[src/design/sle_pkg.sv]
`default_nettype none

package sle_pkg;

   typedef logic [7:0] byte_type;
   typedef logic [0:0] csr_index_type;
   typedef logic [2:0] param_index_type;

   localparam int DEFAULT_BUFFER_DEPTH = 32;
   localparam int DEFAULT_MAX_PARAMS   = 4;
   localparam int MAX_RESULTS          = 32;

   localparam byte_type BYTE_CR     = 8'd13;
   localparam byte_type BYTE_LF     = 8'd10;
   localparam byte_type BYTE_SPACE  = 8'd32;
   localparam byte_type BYTE_BS     = 8'd8;
   localparam byte_type BYTE_PROMPT = 8'd62;
   localparam byte_type BYTE_ZERO   = 8'd0;

   localparam byte_type RESET_BACKSPACE_CODE = 8'd8;
   localparam byte_type RESET_KILL_CODE      = 8'd3;

   localparam csr_index_type REG_BACKSPACE = 1'd0;
   localparam csr_index_type REG_KILL      = 1'd1;

   typedef logic [1:0] echo_kind_type;
   localparam echo_kind_type ECHO_PROMPT   = 2'd0;
   localparam echo_kind_type ECHO_ERASE    = 2'd1;
   localparam echo_kind_type ECHO_CHAR     = 2'd2;
   localparam echo_kind_type ECHO_OVERFLOW = 2'd3;

endpackage

`default_nettype wire

[src/design/serial_line_editor.sv]
// Channel   Direction  Handshake             Payload
// req_      in         req_valid/req_stall   req_rx_byte
// rsp_      out        rsp_valid/rsp_stall   out_byte, destination, is_separator,
//                                            param_index, overflow, last
// csr_      in         csr_write_en          csr_index, csr_write_data
//
// One item is worked on at a time. An echo item sends one to three echoed bytes; a
// line item of N bytes is read back through the single read port of the line memory,
// which delivers one byte a cycle while rsp_ is not stalled.
// Synchronous reset clears state, pointers and rsp_valid and restores the CSR codes;
// the memory is not cleared. A stall on rsp_ holds the current result and pauses the sequence in place.
`default_nettype none

module serial_line_editor
#(
   parameter int BUFFER_DEPTH = sle_pkg::DEFAULT_BUFFER_DEPTH,
   parameter int MAX_PARAMS   = sle_pkg::DEFAULT_MAX_PARAMS
)
(
   input  wire                          clock,
   input  wire                          reset,
   input  wire                          req_valid,
   output logic                         req_stall,
   input  wire sle_pkg::byte_type       req_rx_byte,
   output logic                         rsp_valid,
   input  wire                          rsp_stall,
   output sle_pkg::byte_type            rsp_out_byte,
   output logic                         rsp_destination,
   output logic                         rsp_is_separator,
   output sle_pkg::param_index_type     rsp_param_index,
   output logic                         rsp_overflow,
   output logic                         rsp_last,
   input  wire                          csr_write_en,
   input  wire sle_pkg::csr_index_type  csr_index,
   input  wire sle_pkg::byte_type       csr_write_data
);

   import sle_pkg::*;

   localparam int PW       = $clog2(BUFFER_DEPTH);
   localparam int PIW      = $clog2(MAX_PARAMS + 1);
   localparam int LINE_CAP = ((BUFFER_DEPTH - 1) < MAX_RESULTS) ? (BUFFER_DEPTH - 1)
                                                                 : MAX_RESULTS;

   localparam logic [1:0] ST_IDLE = 2'd0;
   localparam logic [1:0] ST_ECHO = 2'd1;
   localparam logic [1:0] ST_READ = 2'd2;
   localparam logic [1:0] ST_LINE = 2'd3;

   function automatic logic [PW-1:0] ptr_inc(input logic [PW-1:0] p);
      ptr_inc = (p == PW'(BUFFER_DEPTH - 1)) ? '0 : p + 1'b1;
   endfunction

   function automatic logic [PW-1:0] ptr_dec(input logic [PW-1:0] p);
      ptr_dec = (p == '0) ? PW'(BUFFER_DEPTH - 1) : p - 1'b1;
   endfunction

   byte_type              line_mem [BUFFER_DEPTH];
   byte_type              mem_q_ff;
   logic [PW-1:0]         rd_addr;
   logic                  mem_we;

   logic [1:0]            state_ff, state_in;
   logic [PW-1:0]         wp_ff, wp_in;
   logic [PW-1:0]         rp_ff, rp_in;
   logic [PW-1:0]         line_addr_ff, line_addr_in;
   logic [PW-1:0]         remain_ff, remain_in;
   logic [PIW-1:0]        pidx_ff, pidx_in;
   echo_kind_type         kind_ff, kind_in;
   logic [1:0]            step_ff, step_in;
   byte_type              char_ff, char_in;
   byte_type              bs_code_ff, kill_code_ff;

   logic                  rsp_valid_ff, rsp_valid_in;
   byte_type              out_byte_ff, out_byte_in;
   logic                  dest_ff, dest_in;
   logic                  sep_ff, sep_in;
   param_index_type       pidx_out_ff, pidx_out_in;
   logic                  ovf_ff, ovf_in;
   logic                  last_ff, last_in;

   logic                  accept;
   logic                  out_free;
   logic [PW:0]           cnt_wide;
   logic [PW-1:0]         cnt;
   logic                  is_eol;
   byte_type              echo_byte;
   logic                  echo_final;
   logic                  line_sep;
   logic [PIW-1:0]        line_pidx;

   assign req_stall = (state_ff != ST_IDLE);
   assign accept    = req_valid && !req_stall;
   assign out_free  = !rsp_valid_ff || !rsp_stall;

   assign cnt_wide = (wp_ff >= rp_ff) ? ({1'b0, wp_ff} - {1'b0, rp_ff})
                   : ({1'b0, wp_ff} + (PW+1)'(BUFFER_DEPTH) - {1'b0, rp_ff});
   assign cnt      = cnt_wide[PW-1:0];
   assign is_eol   = req_rx_byte inside {BYTE_CR, BYTE_LF};

   assign line_sep  = (mem_q_ff == BYTE_SPACE) && (pidx_ff < PIW'(MAX_PARAMS));
   assign line_pidx = line_sep ? pidx_ff + 1'b1 : pidx_ff;

   always_comb begin
      echo_byte  = BYTE_ZERO;
      echo_final = 1'b1;
      case (kind_ff)
         ECHO_PROMPT: begin
            echo_final = (step_ff == 2'd2);
            case (step_ff)
               2'd0:    echo_byte = BYTE_CR;
               2'd1:    echo_byte = BYTE_LF;
               default: echo_byte = BYTE_PROMPT;
            endcase
         end
         ECHO_ERASE: begin
            echo_final = (step_ff == 2'd2);
            echo_byte  = (step_ff == 2'd1) ? BYTE_SPACE : BYTE_BS;
         end
         ECHO_CHAR:     echo_byte = char_ff;
         ECHO_OVERFLOW: echo_byte = BYTE_ZERO;
         default:       echo_byte = BYTE_ZERO;
      endcase
   end

   always_comb begin
      state_in     = state_ff;
      wp_in        = wp_ff;
      rp_in        = rp_ff;
      line_addr_in = line_addr_ff;
      remain_in    = remain_ff;
      pidx_in      = pidx_ff;
      kind_in      = kind_ff;
      step_in      = step_ff;
      char_in      = char_ff;
      mem_we       = 1'b0;
      rd_addr      = line_addr_ff;

      rsp_valid_in = rsp_valid_ff && rsp_stall;
      out_byte_in  = out_byte_ff;
      dest_in      = dest_ff;
      sep_in       = sep_ff;
      pidx_out_in  = pidx_out_ff;
      ovf_in       = ovf_ff;
      last_in      = last_ff;

      case (state_ff)
         ST_IDLE: begin
            if (accept) begin
               step_in = 2'd0;
               char_in = req_rx_byte;
               if (is_eol) begin
                  if (cnt == '0) begin
                     kind_in  = ECHO_PROMPT;
                     state_in = ST_ECHO;
                  end else begin
                     rp_in        = wp_ff;
                     line_addr_in = ptr_inc(rp_ff);
                     remain_in    = cnt;
                     pidx_in      = '0;
                     state_in     = ST_READ;
                  end
               end else if (req_rx_byte == kill_code_ff) begin
                  rp_in    = wp_ff;
                  kind_in  = ECHO_PROMPT;
                  state_in = ST_ECHO;
               end else if (req_rx_byte == bs_code_ff) begin
                  if (cnt != '0) begin
                     wp_in = ptr_dec(wp_ff);
                  end
                  kind_in  = ECHO_ERASE;
                  state_in = ST_ECHO;
               end else if (cnt >= PW'(LINE_CAP)) begin
                  kind_in  = ECHO_OVERFLOW;
                  state_in = ST_ECHO;
               end else begin
                  wp_in    = ptr_inc(wp_ff);
                  mem_we   = 1'b1;
                  kind_in  = ECHO_CHAR;
                  state_in = ST_ECHO;
               end
            end
         end
         ST_ECHO: begin
            if (out_free) begin
               rsp_valid_in = 1'b1;
               out_byte_in  = echo_byte;
               dest_in      = 1'b0;
               sep_in       = 1'b0;
               pidx_out_in  = '0;
               ovf_in       = (kind_ff == ECHO_OVERFLOW);
               last_in      = echo_final;
               step_in      = step_ff + 1'b1;
               if (echo_final) begin
                  state_in = ST_IDLE;
               end
            end
         end
         ST_READ: begin
            state_in = ST_LINE;
         end
         ST_LINE: begin
            if (out_free) begin
               rsp_valid_in = 1'b1;
               out_byte_in  = mem_q_ff;
               dest_in      = 1'b1;
               sep_in       = line_sep;
               pidx_out_in  = 3'(line_pidx);
               ovf_in       = 1'b0;
               last_in      = (remain_ff == PW'(1));
               pidx_in      = line_pidx;
               remain_in    = remain_ff - 1'b1;
               line_addr_in = ptr_inc(line_addr_ff);
               rd_addr      = ptr_inc(line_addr_ff);
               if (remain_ff == PW'(1)) begin
                  state_in = ST_IDLE;
               end
            end
         end
         default: begin
            state_in = ST_IDLE;
         end
      endcase
   end

   always_ff @(posedge clock) begin
      if (mem_we) begin
         line_mem[wp_in] <= req_rx_byte;
      end
      mem_q_ff <= line_mem[rd_addr];
   end

   always_ff @(posedge clock) begin
      if (reset) begin
         state_ff     <= ST_IDLE;
         wp_ff        <= '0;
         rp_ff        <= '0;
         rsp_valid_ff <= 1'b0;
         bs_code_ff   <= RESET_BACKSPACE_CODE;
         kill_code_ff <= RESET_KILL_CODE;
      end else begin
         state_ff     <= state_in;
         wp_ff        <= wp_in;
         rp_ff        <= rp_in;
         rsp_valid_ff <= rsp_valid_in;
         if (csr_write_en) begin
            case (csr_index)
               REG_BACKSPACE: bs_code_ff   <= csr_write_data;
               REG_KILL:      kill_code_ff <= csr_write_data;
               default:       ;
            endcase
         end
      end
   end

   always_ff @(posedge clock) begin
      line_addr_ff <= line_addr_in;
      remain_ff    <= remain_in;
      pidx_ff      <= pidx_in;
      kind_ff      <= kind_in;
      step_ff      <= step_in;
      char_ff      <= char_in;
      out_byte_ff  <= out_byte_in;
      dest_ff      <= dest_in;
      sep_ff       <= sep_in;
      pidx_out_ff  <= pidx_out_in;
      ovf_ff       <= ovf_in;
      last_ff      <= last_in;
   end

   assign rsp_valid        = rsp_valid_ff;
   assign rsp_out_byte     = out_byte_ff;
   assign rsp_destination  = dest_ff;
   assign rsp_is_separator = sep_ff;
   assign rsp_param_index  = pidx_out_ff;
   assign rsp_overflow     = ovf_ff;
   assign rsp_last         = last_ff;

endmodule

`default_nettype wire
[config.mk]
export PLATFORM = sky130hd
export DESIGN_NAME = serial_line_editor
export DESIGN_NICKNAME = d
export VERILOG_FILES = /design/src/design/sle_pkg.sv /design/src/design/serial_line_editor.sv
export SDC_FILE = /design/constraint.sdc
export NUM_CORES = 1
export LEC_CHECK = 0
export BUFFER_PORTS_ARGS = -buffer_cell sky130_fd_sc_hd__buf_2
export CORE_MARGIN = 1
export CORE_UTILIZATION = 40
export CTS_BUF_LIST = sky130_fd_sc_hd__clkbuf_8
export DETAILED_ROUTE_END_ITERATION = 8
export GPL_TIMING_DRIVEN = 0
export HOLD_SLACK_MARGIN = 0.03
export RECOVER_POWER = 25
export REMOVE_ABC_BUFFERS = 1
export SLEW_MARGIN = 40
export SYNTH_ARGS = -nofsm -noshare
export SYNTH_HDL_FRONTEND = slang
export SYNTH_SLANG_ARGS = --single-unit
[constraint.sdc]
create_clock -name clock -period 4 [get_ports clock]
set_input_delay 0.8 -clock clock [delete_from_list [all_inputs] [get_ports clock]]
set_output_delay 0.8 -clock clock [all_outputs]
set_load 0.02 [all_outputs]
# Word level (Yosys, flattened, before mapping)
# Memory sizes are Yosys's and may differ from the RTL's. A register that Yosys moved wholly into a read port is not among the register bits.
# Index checks and enable logic that the tools add are counted.
# totals
register_bits,69
ram_bits,256
in_bits,22
out_inout_bits,17
wordCells,167
n_memories,1
# classes
addsub,10
n_lt_le_gt_ge,3
n_eq_ne,26
muxes,77
bitwise_logic,1
n_reduce_logical,31
# memory_table
memory,words,word_bits,read_ports,rd_ports_with_merged_regs,write_ports,line_no,rtl
line_mem,32,8,1,1,1,serial_line_editor.sv:58,byte_type line_mem [BUFFER_DEPTH];
# ops
cell,n
$mux 5,24
$pmux 8 s4,1
$mux 2,13
$add 5x1->5 const B,4
$pmux 5 s2,2
$mux 1,18
$mux 3,6
$eq 8x4->1 const B,2
$eq 8x8->1,2
$mux 8,2
$ne 2x2->1 const B,8
$pmux 8 s2,1
$eq 5x5->1 const B,3
$pmux 3 s2,2
$pmux 6 s2,1
$reduce_bool 2->1,6
$eq 2x2->1 const B,5
$logic_not 5->1,2
$reduce_and 5->1,2
$sub 5x1->5 const B,2
$sub 5x5->5,2
$reduce_and 3->1,3
$eq 8x6->1 const B,1
$pmux 1 s2,4
other kinds (20),32

# Depth between registers and ports, before layout
# Gate-level depths: netlist of the first run.
# depth
depth_word,12
depth_mapped,13
ltp_nobuf,12

# Worst setup path before layout of the first run
# OpenSTA, ideal clock, no wires.
# synth_path
path_type,register to register
startpoint,register wp_ff[0]
endpoint,"memory line_mem[14][0] in the netlist's numbering, enable pin"
setup_time_ns,0.383
arrival_time_ns,3.207
t_required_ns,3.617
setup_slack_ns,0.410
stages_incl_launch_ff,14
n_path_buf,1
synth_period_minus_slack_ns,3.590
path_cell_list,dfxtp_1 inv_1 ha_1 inv_1 fa_1 xnor2_1 nand3_1 a21o_1 nor3_2 o21a_1 a311oi_1 or4_1 buf_2 nor3_1
# synth_between
elab_chain_cells,12
word_cells_on_any_way,28
classes_between,add/sub (5); order compare (2); eq/ne (1); mux (18); reduce/logical (2)
# synth_rtl
item,line_no,rtl
from (decl),serial_line_editor.sv:64,"logic [PW-1:0] wp_ff, wp_in;"
from (signal assigned),serial_line_editor.sv:243,wp_ff <= wp_in;
$add 5x1->5,serial_line_editor.sv:97,": ({1'b0, wp_ff} + (PW+1)'(BUFFER_DEPTH) - {1'b0, rp_ff});"
$sub 5x5->5,serial_line_editor.sv:97,
$mux 5,serial_line_editor.sv:96,"assign cnt_wide = (wp_ff >= rp_ff) ? ({1'b0, wp_ff} - {1'b0, rp_ff})"
$ge 5x5->1,serial_line_editor.sv:173,end else if (cnt >= PW'(LINE_CAP)) begin
$mux 1,serial_line_editor.sv:173,
$mux 1,serial_line_editor.sv:167,end else if (req_rx_byte == bs_code_ff) begin
$mux 1,serial_line_editor.sv:163,end else if (req_rx_byte == kill_code_ff) begin
$mux 1,serial_line_editor.sv:152,if (is_eol) begin
$mux 1,serial_line_editor.sv:149,if (accept) begin
$mux 1,serial_line_editor.sv:147,case (state_ff)
$mux 1,serial_line_editor.sv:227,if (mem_we) begin
$mux 1 (not written as such),serial_line_editor.sv:228,line_mem[wp_in] <= req_rx_byte;
to (decl),serial_line_editor.sv:58,
# Parallel ways exist; a longest one is shown, timed or not.

# Worst setup path after layout of the first run
# layout_path
startpoint,register wp_ff[0]
endpoint,"memory line_mem[0][3] in the netlist's numbering, enable pin"
# The elaborated chain is that of the path after synthesis.

==> out/qor.csv, run 1 <==
stage,metric,value,unit
global_routing,grt_pass1_wl,45900,um
floorplanning,coreArea,34600,um2
routing,wl_per_cell,20.5,um
power_and_ir_drop,clkPwrFrac,39.1,%
timing,rsz0062_at_grt,true,
routing,drcViolationCount,0,
clocking,cts_root_buffer,clkbuf_8,
yosys,syn_inst,863,
cells_and_area,area_delta_synth_final,17.5,%
clocking,cts_buffer_depth,3,
yosys,yosys_register_bits,333,
yosys,synthFlopType,edfxtp_1,
timing,period_needed,3910,ps
clocking,cts_htree_levels,2,
timing,tns,0,ps
clocking,cts_hold_repair.buffers,0,
timing,slew_headroom,46.1,%
routing,route.vias.total,7772,
yosys,synthDistinctLibCells,64,
power_and_ir_drop,p_per_area,430,nW/um2
yosys,synth_top_area_cell,edfxtp_1,
cells_and_area,drive_above_1_share,26.6,%
yosys,syn_avg_cell_area,16.3,um2
power_and_ir_drop,power_frac_seq,54.9,%
floorplanning,die-height,190,um
global_routing,grt_usage,16.8,%
hold_path,hp-class,flip-flop to flip-flop,
timing,setup_ws,86.4,ps
yosys,yosys_warnings,0,
power_and_ir_drop,swShare,23.0,%
routing,drt_first_pass_iters,5,
setup_path,cp-start-kind,flip-flop,
cells_and_area,post-route-util,47.8,%
setup_path,critPathMaxFanout,8,
power_and_ir_drop,vdd_drop_max,239,uV
timing,fin_skew,33.7,ps
setup_path,critical_path.cell_chain,inv_1 -> ha_1 -> inv_1 -> fa_1 -> xnor2_1 -> nor3_1 -> and3_1 -> a21oi_1 -> nor2_1 -> a211oi_1 -> a211o_1 -> nor2_1,
global_routing,antenna_found_initial,0,
setup_path,cp-end-kind,flip-flop,
clocking,numClockSinks,333,
run_status,status,completed,
placed_design,place_hpwl,18900,um
routing,drt-total-wl,29700,um
power_and_ir_drop,power_leakage,5.79,nW
clocking,cts_buffers,55,
timing,worst_pin_slew,808,ps
timing,slew_viol_final,0,
yosys,synth-edff-count,296,
setup_path,reg2reg_slack,90,ps
floorplanning,dieWidth,190,um
yosys,synth-seq-area-share,68.3,%
setup_path,slowest_delay,700,ps
power_and_ir_drop,p_switching,1.64,mW
global_routing,grt_pass1_vias,7750,
placed_design,portBuffers,38,
routing,via_per_inst,5.36,
yosys,netlist_area,14100,um2
cells_and_area,n_antenna_cell,0,
clocking,clock_latency,590,ps
run,maxCapViolations,0,
placed_design,pre_cts_ws,-937,ps
setup_path,criticalPathCategory,flip-flop to flip-flop,
timing,fmax,256,MHz
setup_path,cp.required,4250,ps
timing,min_period_over_period,97.8,%
global_routing,grt-ovfl-total,0,
floorplanning,num_rows,68,
floorplanning,start_util,40.7,%
setup_path,critPathArrivalTime,4160,ps
yosys,synth_top_area_share,63.1,%
global_routing,grt_max_degree,38,
routing,final_antenna_net_count,0,
setup_path,crit_slowest_cell,a211o_1,
timing,setup_viol,0,
cells_and_area,fin_nets,993,
yosys,synthArstFlopShare,0,%
placed_design,gp_congestion,0.814,
clocking,cts_tree,built,
floorplanning,pin_count,39,
yosys,synthTopCellsByArea,"edfxtp_1 63%, mux4_2 10%, dfxtp_1 5.3%",
timing,hold_viol_final,0,
power_and_ir_drop,finalPower,7.12,mW
routing,drt-initial-drc-count,585,
floorplanning,die-area,36000,um2
clocking,path_clk_slew,60,ps
power_and_ir_drop,p_int,5.48,mW
power_and_ir_drop,p_comb_share,6.1,%
==> kinds of logic (layout without fill, tap and decap cells) <==
group / after synthesis / after routing / share of synthesized area, %
xor gates and xnor gates: 26 / 26 / 1.67
AOI/OAI and AO/OA: 97 / 97 / 4.47
buffers and inverters: 58 / 189 / 1.78
and+or+nand+nor: 198 / 198 / 6.86
DFF: 333 / 333 / 68.3
adders and majority gates: 20 / 20 / 1.83
muxes: 131 / 131 / 15.1
==> final timing paths <==
path,from,to,cells past startpoint
worst max-delay path,wp_ff[0]$_SDFF_PP0_,line_mem[0][3]$_DFFE_PP_,12
worst min-delay path,kill_code_ff[2]$_SDFFE_PP0P_,kill_code_ff[2]$_SDFFE_PP0P_,2
worst max register to register,wp_ff[0]$_SDFF_PP0_,line_mem[0][3]$_DFFE_PP_,12
worst min register to register,kill_code_ff[2]$_SDFFE_PP0P_,kill_code_ff[2]$_SDFFE_PP0P_,2
==> per-stage QoR <==
step                      instances  area [um2]  hold WS, ps
after floorplan                 825       13900          442
after global placement         1318       14700          457
after detailed placement       1336       15100          462
after CTS                      1444       16400          438
after global routing           1449       16600          469
final                          1449       16600          467
==> layout by cell type (no fill, tap or decap), types with 19 or more instances in the layout <==
| master | netlist | routed |
|---|---|---|
| mux4_2 | 64 | 64 |
| buf_2 | 17 | 31 |
| nand2_1 | 55 | 54 |
| dfxtp_1 | 37 | 37 |
| inv_1 | 20 | 40 |
| ha_1 | 19 | 19 |
| clkbuf_8 | 0 | 62 |
| a21oi_1 | 33 | 31 |
| edfxtp_1 | 296 | 296 |
| mux2i_1 | 58 | 56 |
| nor2_1 | 57 | 38 |
==> worst max-delay path: cells and delay by family (launching register included) <==
| family | cells | cell delay [ps] |
|---|---|---|
| DFF | 1 | 350 |
| adders and majority gates | 2 | 590 |
| AOI/OAI and AO/OA | 3 | 1370 |
| buffers and inverters | 2 | 220 |
| xor gates and xnor gates | 1 | 280 |
| and+or+nand+nor | 4 | 780 |
==> cell type report <==
type | instances | area (um2)
clock buffer | 62 | 853
inverter | 20 | 78.8
sequential | 333 | 9630
clock inverter | 38 | 181
multi-input combinational | 472 | 4520
fill | 2912 | 18100
tap | 455 | 569
timing repair buffer | 68 | 721
timing repair inverter | 1 | 5.00
==> Yosys cell counts, types with 9 or more instances <==
library cell,count
a21oi_1,33
buf_2,17
clkbuf_1,18
dfxtp_1,37
edfxtp_1,296
ha_1,19
inv_1,20
mux2_2,9
mux2i_1,58
mux4_2,64
nand2_1,55
nand3_1,10
nor2_1,57
nor3_1,20
o21ai_0,16
xor2_1,17
==> what timing repair did <==
action / CTS / global route
endpoints found under the hold margin: 0 / 0
cloned: 1 / 0
pin swaps: 5 / 5
endpoints found under the setup margin: 195 / 216
resized for setup: 27 / 18
buffers inserted: 7 / 5
==> power groups by stage <==
stage / Clock, mW / Sequential [mW] / Combinational (mW)
3_5_place_dp: 0 / 3.98 / 0.392
2_1_floorplan: 0 / 3.98 / 0.213
4_1_cts: 2.85 / 3.91 / 0.411
5_1_grt: 2.99 / 3.91 / 0.471
6_report: 2.78 / 3.91 / 0.433
3_3_place_gp: 0 / 3.98 / 0.374
==> registers in the layout, summed over array words and instances (netlist names), 8 cells and up <==
name	count
line_mem	256
char_ff	8
bs_code_ff	8
mem_q_ff	8
rsp_out_byte	8
kill_code_ff	8
==> layer usage <==
layer,wire length (um),vias up,GRT usage [%]
li1,-,3574,-
met1,13600,3954,24.0
met2,14300,206,26.9
met3,1330,38,2.60
met4,469,0,4.37
met5,0,-,0
Note: power is estimated with default switching activity, not from simulation.
==> run 2: changes to the inputs <==
--- a/config.mk
+++ b/config.mk
@@ -5,6 +5,7 @@
 export SDC_FILE = /design/constraint.sdc
 export NUM_CORES = 1
 export LEC_CHECK = 0
+export ABC_AREA = 1
 export BUFFER_PORTS_ARGS = -buffer_cell sky130_fd_sc_hd__buf_2
 export CORE_MARGIN = 1
 export CORE_UTILIZATION = 40
==> out/qor.csv, run 2 <==
stage,metric,value,unit,change
cells_and_area,fin_nets,1523,,+53%
setup_path,cp.depth,15,,+3
clocking,path_clk_slew,60,ps,about the same
timing,fmax,257,MHz,+0.70%
cells_and_area,drive_above_1_share,10.9,%,-16 points
timing,worst_pin_slew,830,ps,+21.4 ps
timing,tns,0,ps,unchanged
setup_path,cp-end-kind,flip-flop,,
clocking,cts_hold_repair.buffers,0,,unchanged
yosys,synthAdderAreaFrac,1.71,%,-0.12 points
routing,drt-total-wl,33300,um,+12%
setup_path,reg2reg_depth,15,,+3
yosys,synthArstFlopShare,0,%,unchanged
timing,fin_skew,17.9,ps,-15.8 ps
clocking,cts_buffer_depth,3,,unchanged
timing,min_period_over_period,97.2,%,-0.69 points
setup_path,slowest_delay,640,ps,-60 ps
routing,drt-initial-drc-count,809,,+38%
floorplanning,pin_count,39,,unchanged
setup_path,cp_common_cell,inv_1,,
global_routing,grt_pass1_wl,52300,um,+14%
yosys,synth_top_area_share,59.1,%,-4.0 points
setup_path,critical_path.cell_chain,inv_1 -> ha_1 -> inv_1 -> fa_1 -> inv_1 -> nand2_1 -> nor2_1 -> nand3_2 -> inv_1 -> nand2_1 -> nand3_1 -> nand2_1 -> nor2_1 -> nand2_2 -> nor2_1,,
cells_and_area,final_common_cell,nand2_1,,
yosys,netlist_area,15000,um2,+6.8%
power_and_ir_drop,finalPower,6.98,mW,-2.0%
routing,wl_per_cell,16.8,um,-18%
setup_path,crit_buf_inv,4,,+2
setup_path,criticalPathCategory,flip-flop to flip-flop,,
clocking,cts_tree,built,,
yosys,synth-seq-area-share,64.0,%,-4.3 points
timing,slew_viol_final,0,,unchanged
clocking,cts_buffers,52,,-5.5%
clocking,cts_htree_levels,2,,unchanged
cells_and_area,largest_reg_flops,256,,unchanged
setup_path,r2r_start,wp_ff[0]$_SDFF_PP0_,,
cells_and_area,n_antenna_cell,0,,unchanged
floorplanning,die-area,38400,um2,+6.7%
cells_and_area,final_cell_mix,"297 x nand2_1, 296 x edfxtp_1, 204 x inv_1",,
placed_design,portBuffers,38,,unchanged
cells_and_area,multi_input_area,4490,um2,-0.61%
routing,via_per_inst,5.07,,-5.5%
timing,rsz0062_at_grt,true,,
cells_and_area,area_delta_synth_final,11.5,%,
yosys,ys_top_cells_by_count,"298 x nand2_1, 296 x edfxtp_1, 186 x inv_1, 141 x nor2_1, 121 x nand3_1",,
yosys,yosysMostFrequentCell,nand2_1,,
yosys,synthDistinctLibCells,40,,-38%
timing,setup_viol,0,,unchanged
setup_path,crit_end,line_mem[21][3]$_DFFE_PP_,,
yosys,synth_top_family_by_area,simple AND/OR/NAND/NOR gates,,
clocking,cts_root_buffer,clkbuf_8,,
setup_path,cpLargestDelayFamily,simple AND/OR/NAND/NOR gates,,
yosys,synth_mux_area_share,0,%,-15 points
timing,slew_headroom,44.3,%,-1.8 points
power_and_ir_drop,p_per_area,416,nW/um2,-3.3%
hold_path,min_from,csr_write_data[0],,
run_status,status,completed,,
timing,hold_viol_final,0,,unchanged
power_and_ir_drop,power_frac_seq,56.1,%,+1.2 points
floorplanning,coreArea,36800,um2,+6.2%
power_and_ir_drop,p_comb_share,6.2,%,about the same
yosys,synth_top_area_cell,edfxtp_1,,
power_and_ir_drop,vdd_drop_max,280,uV,+17%
setup_path,reg2reg_slack,110,ps,+30 ps
yosys,synthSimpleGateAreaFrac,16.5,%,+9.6 points
yosys,synthTopCellsByArea,"edfxtp_1 59%, nand2_1 7.4%, o211ai_1 5.4%",,
global_routing,grt-ovfl-total,0,,unchanged
cells_and_area,n_fill_cell,3449,,+18%
global_routing,grt_max_degree,70,,+84%
yosys,synth_compound_area_share,9.69,%,+5.2 points
run,maxCapViolations,0,,unchanged
placed_design,place_hpwl,20900,um,+10%
power_and_ir_drop,clkPwrFrac,37.7,%,-1.4 points
routing,drcViolationCount,0,,unchanged
yosys,yosys_register_bits,333,,unchanged
yosys,yosys_warnings,0,,unchanged
power_and_ir_drop,swShare,23.3,%,+0.25 points
global_routing,grt_pass1_vias,9586,,+24%
global_routing,antenna_found_initial,1,,+1
yosys,synthFlopType,edfxtp_1,,
routing,route.vias.total,10100,,+30%
yosys,syn_avg_cell_area,10.5,um2,-36%
timing,period_needed,3890,ps,-27.4 ps
setup_path,critPathMaxFanout,11,,+3
cells_and_area,final-seq-area,9630,um2,unchanged
yosys,synth_xor_xnor_area_share,1.28,%,-0.39 points
setup_path,r2r-end,line_mem[21][3]$_DFFE_PP_,,
floorplanning,die-height,196,um,+3.3%
placed_design,gp_congestion,0.829,,+1.9%
power_and_ir_drop,p_switching,1.63,mW,-0.95%
clocking,clock_latency,580,ps,about the same
floorplanning,start_util,40.9,%,+0.22 points
global_routing,grt_usage,17.6,%,+0.76 points
power_and_ir_drop,p_int,5.35,mW,-2.3%
power_and_ir_drop,power_leakage,6.62,nW,+14%
routing,final_antenna_net_count,0,,unchanged
hold_path,hp-class,input port to flip-flop,,
floorplanning,dieWidth,196,um,+3.3%
cells_and_area,regMostFlops,line_mem,,
setup_path,cp.required,4200,ps,-50 ps
setup_path,crit_slowest_cell,nor2_1,,
clocking,numClockSinks,333,,unchanged
setup_path,crit_path_start,wp_ff[0]$_SDFF_PP0_,,
routing,drt_first_pass_iters,4,,-1
setup_path,critPathArrivalTime,4090,ps,-70 ps
yosys,syn_inst,1439,,+67%
yosys,synth-edff-count,296,,unchanged
floorplanning,num_rows,70,,+2.9%
setup_path,cp-start-kind,flip-flop,,
[run 2: timing repair]
item | CTS | global route
buffers inserted | 0 | 0
gates resized for setup | 1 | 12
setup endpoints to repair | 8 | 122
[run 2: metal layers]
| metal | part of all wire [%] | track usage [%] |
|---|---|---|
| met5 | 0 | 0 |
| met4 | 2.3 | 6.13 |
| met3 | 4.0 | 2.41 |
| met2 | 48 | 29.4 |
| met1 | 45 | 23.5 |
[run 2: tightest hold or removal path, stage by stage]
cell and delay (ps):
buf_2 90, nand2_1 50, nand3_1 50
[run 2: final cells by class]
type / instances / share of cell area (%)
flip-flops and latches: 333 / 57.4
multi-input cells: 854 / 26.7
clock buffers: 60 / 4.92
inverters: 192 / 4.31
well taps: 468 / 3.49
repair buffers: 48 / 2.39
clock inverters: 32 / 0.768
[run 2: worst min path at each step]
stage | slack, ps | to | depth (start not counted)
2_1_floorplan | 450 | bs_code_ff[3]$_SDFFE_PP1P_ | 2
3_5_place_dp | 470 | bs_code_ff[3]$_SDFFE_PP1P_ | 2
3_3_place_gp | 460 | bs_code_ff[3]$_SDFFE_PP1P_ | 2
5_1_grt | 440 | kill_code_ff[0]$_SDFFE_PP1P_ | 3
6_report | 450 | kill_code_ff[0]$_SDFFE_PP1P_ | 3
4_1_cts | 420 | kill_code_ff[0]$_SDFFE_PP1P_ | 3
[run 2: through the flow]
step                worst slack, ps  utilization, %  std cells  cell area, um2  hold WS, ps
finish                          114            45.6       1987           16800          446
global route                   -141            45.6       1987           16800          442
global placement              -6510            42.2       1885           15500          460
CTS                            29.7            45.5       1987           16700          416
floorplan                     -1740               -       1379           14700          450
detailed placement             -183            42.9       1895           15800          474
[run 2: power by group through the flow]
stage | sequential [mW] | combinational (mW) | clock [mW]
detailed placement | 3.99 | 0.428 | 0
global route | 3.92 | 0.483 | 2.82
finish | 3.92 | 0.434 | 2.63
floorplan | 4.00 | 0.248 | 0
CTS | 3.92 | 0.431 | 2.69
global placement | 3.99 | 0.416 | 0
[run 2: logic make-up after synthesis]
group | after synthesis
and+or+nand+nor | 591
DFF | 333
buffers and inverters | 252
AOI/OAI and AO/OA | 221
xor gates and xnor gates | 22
adders and majority gates | 20
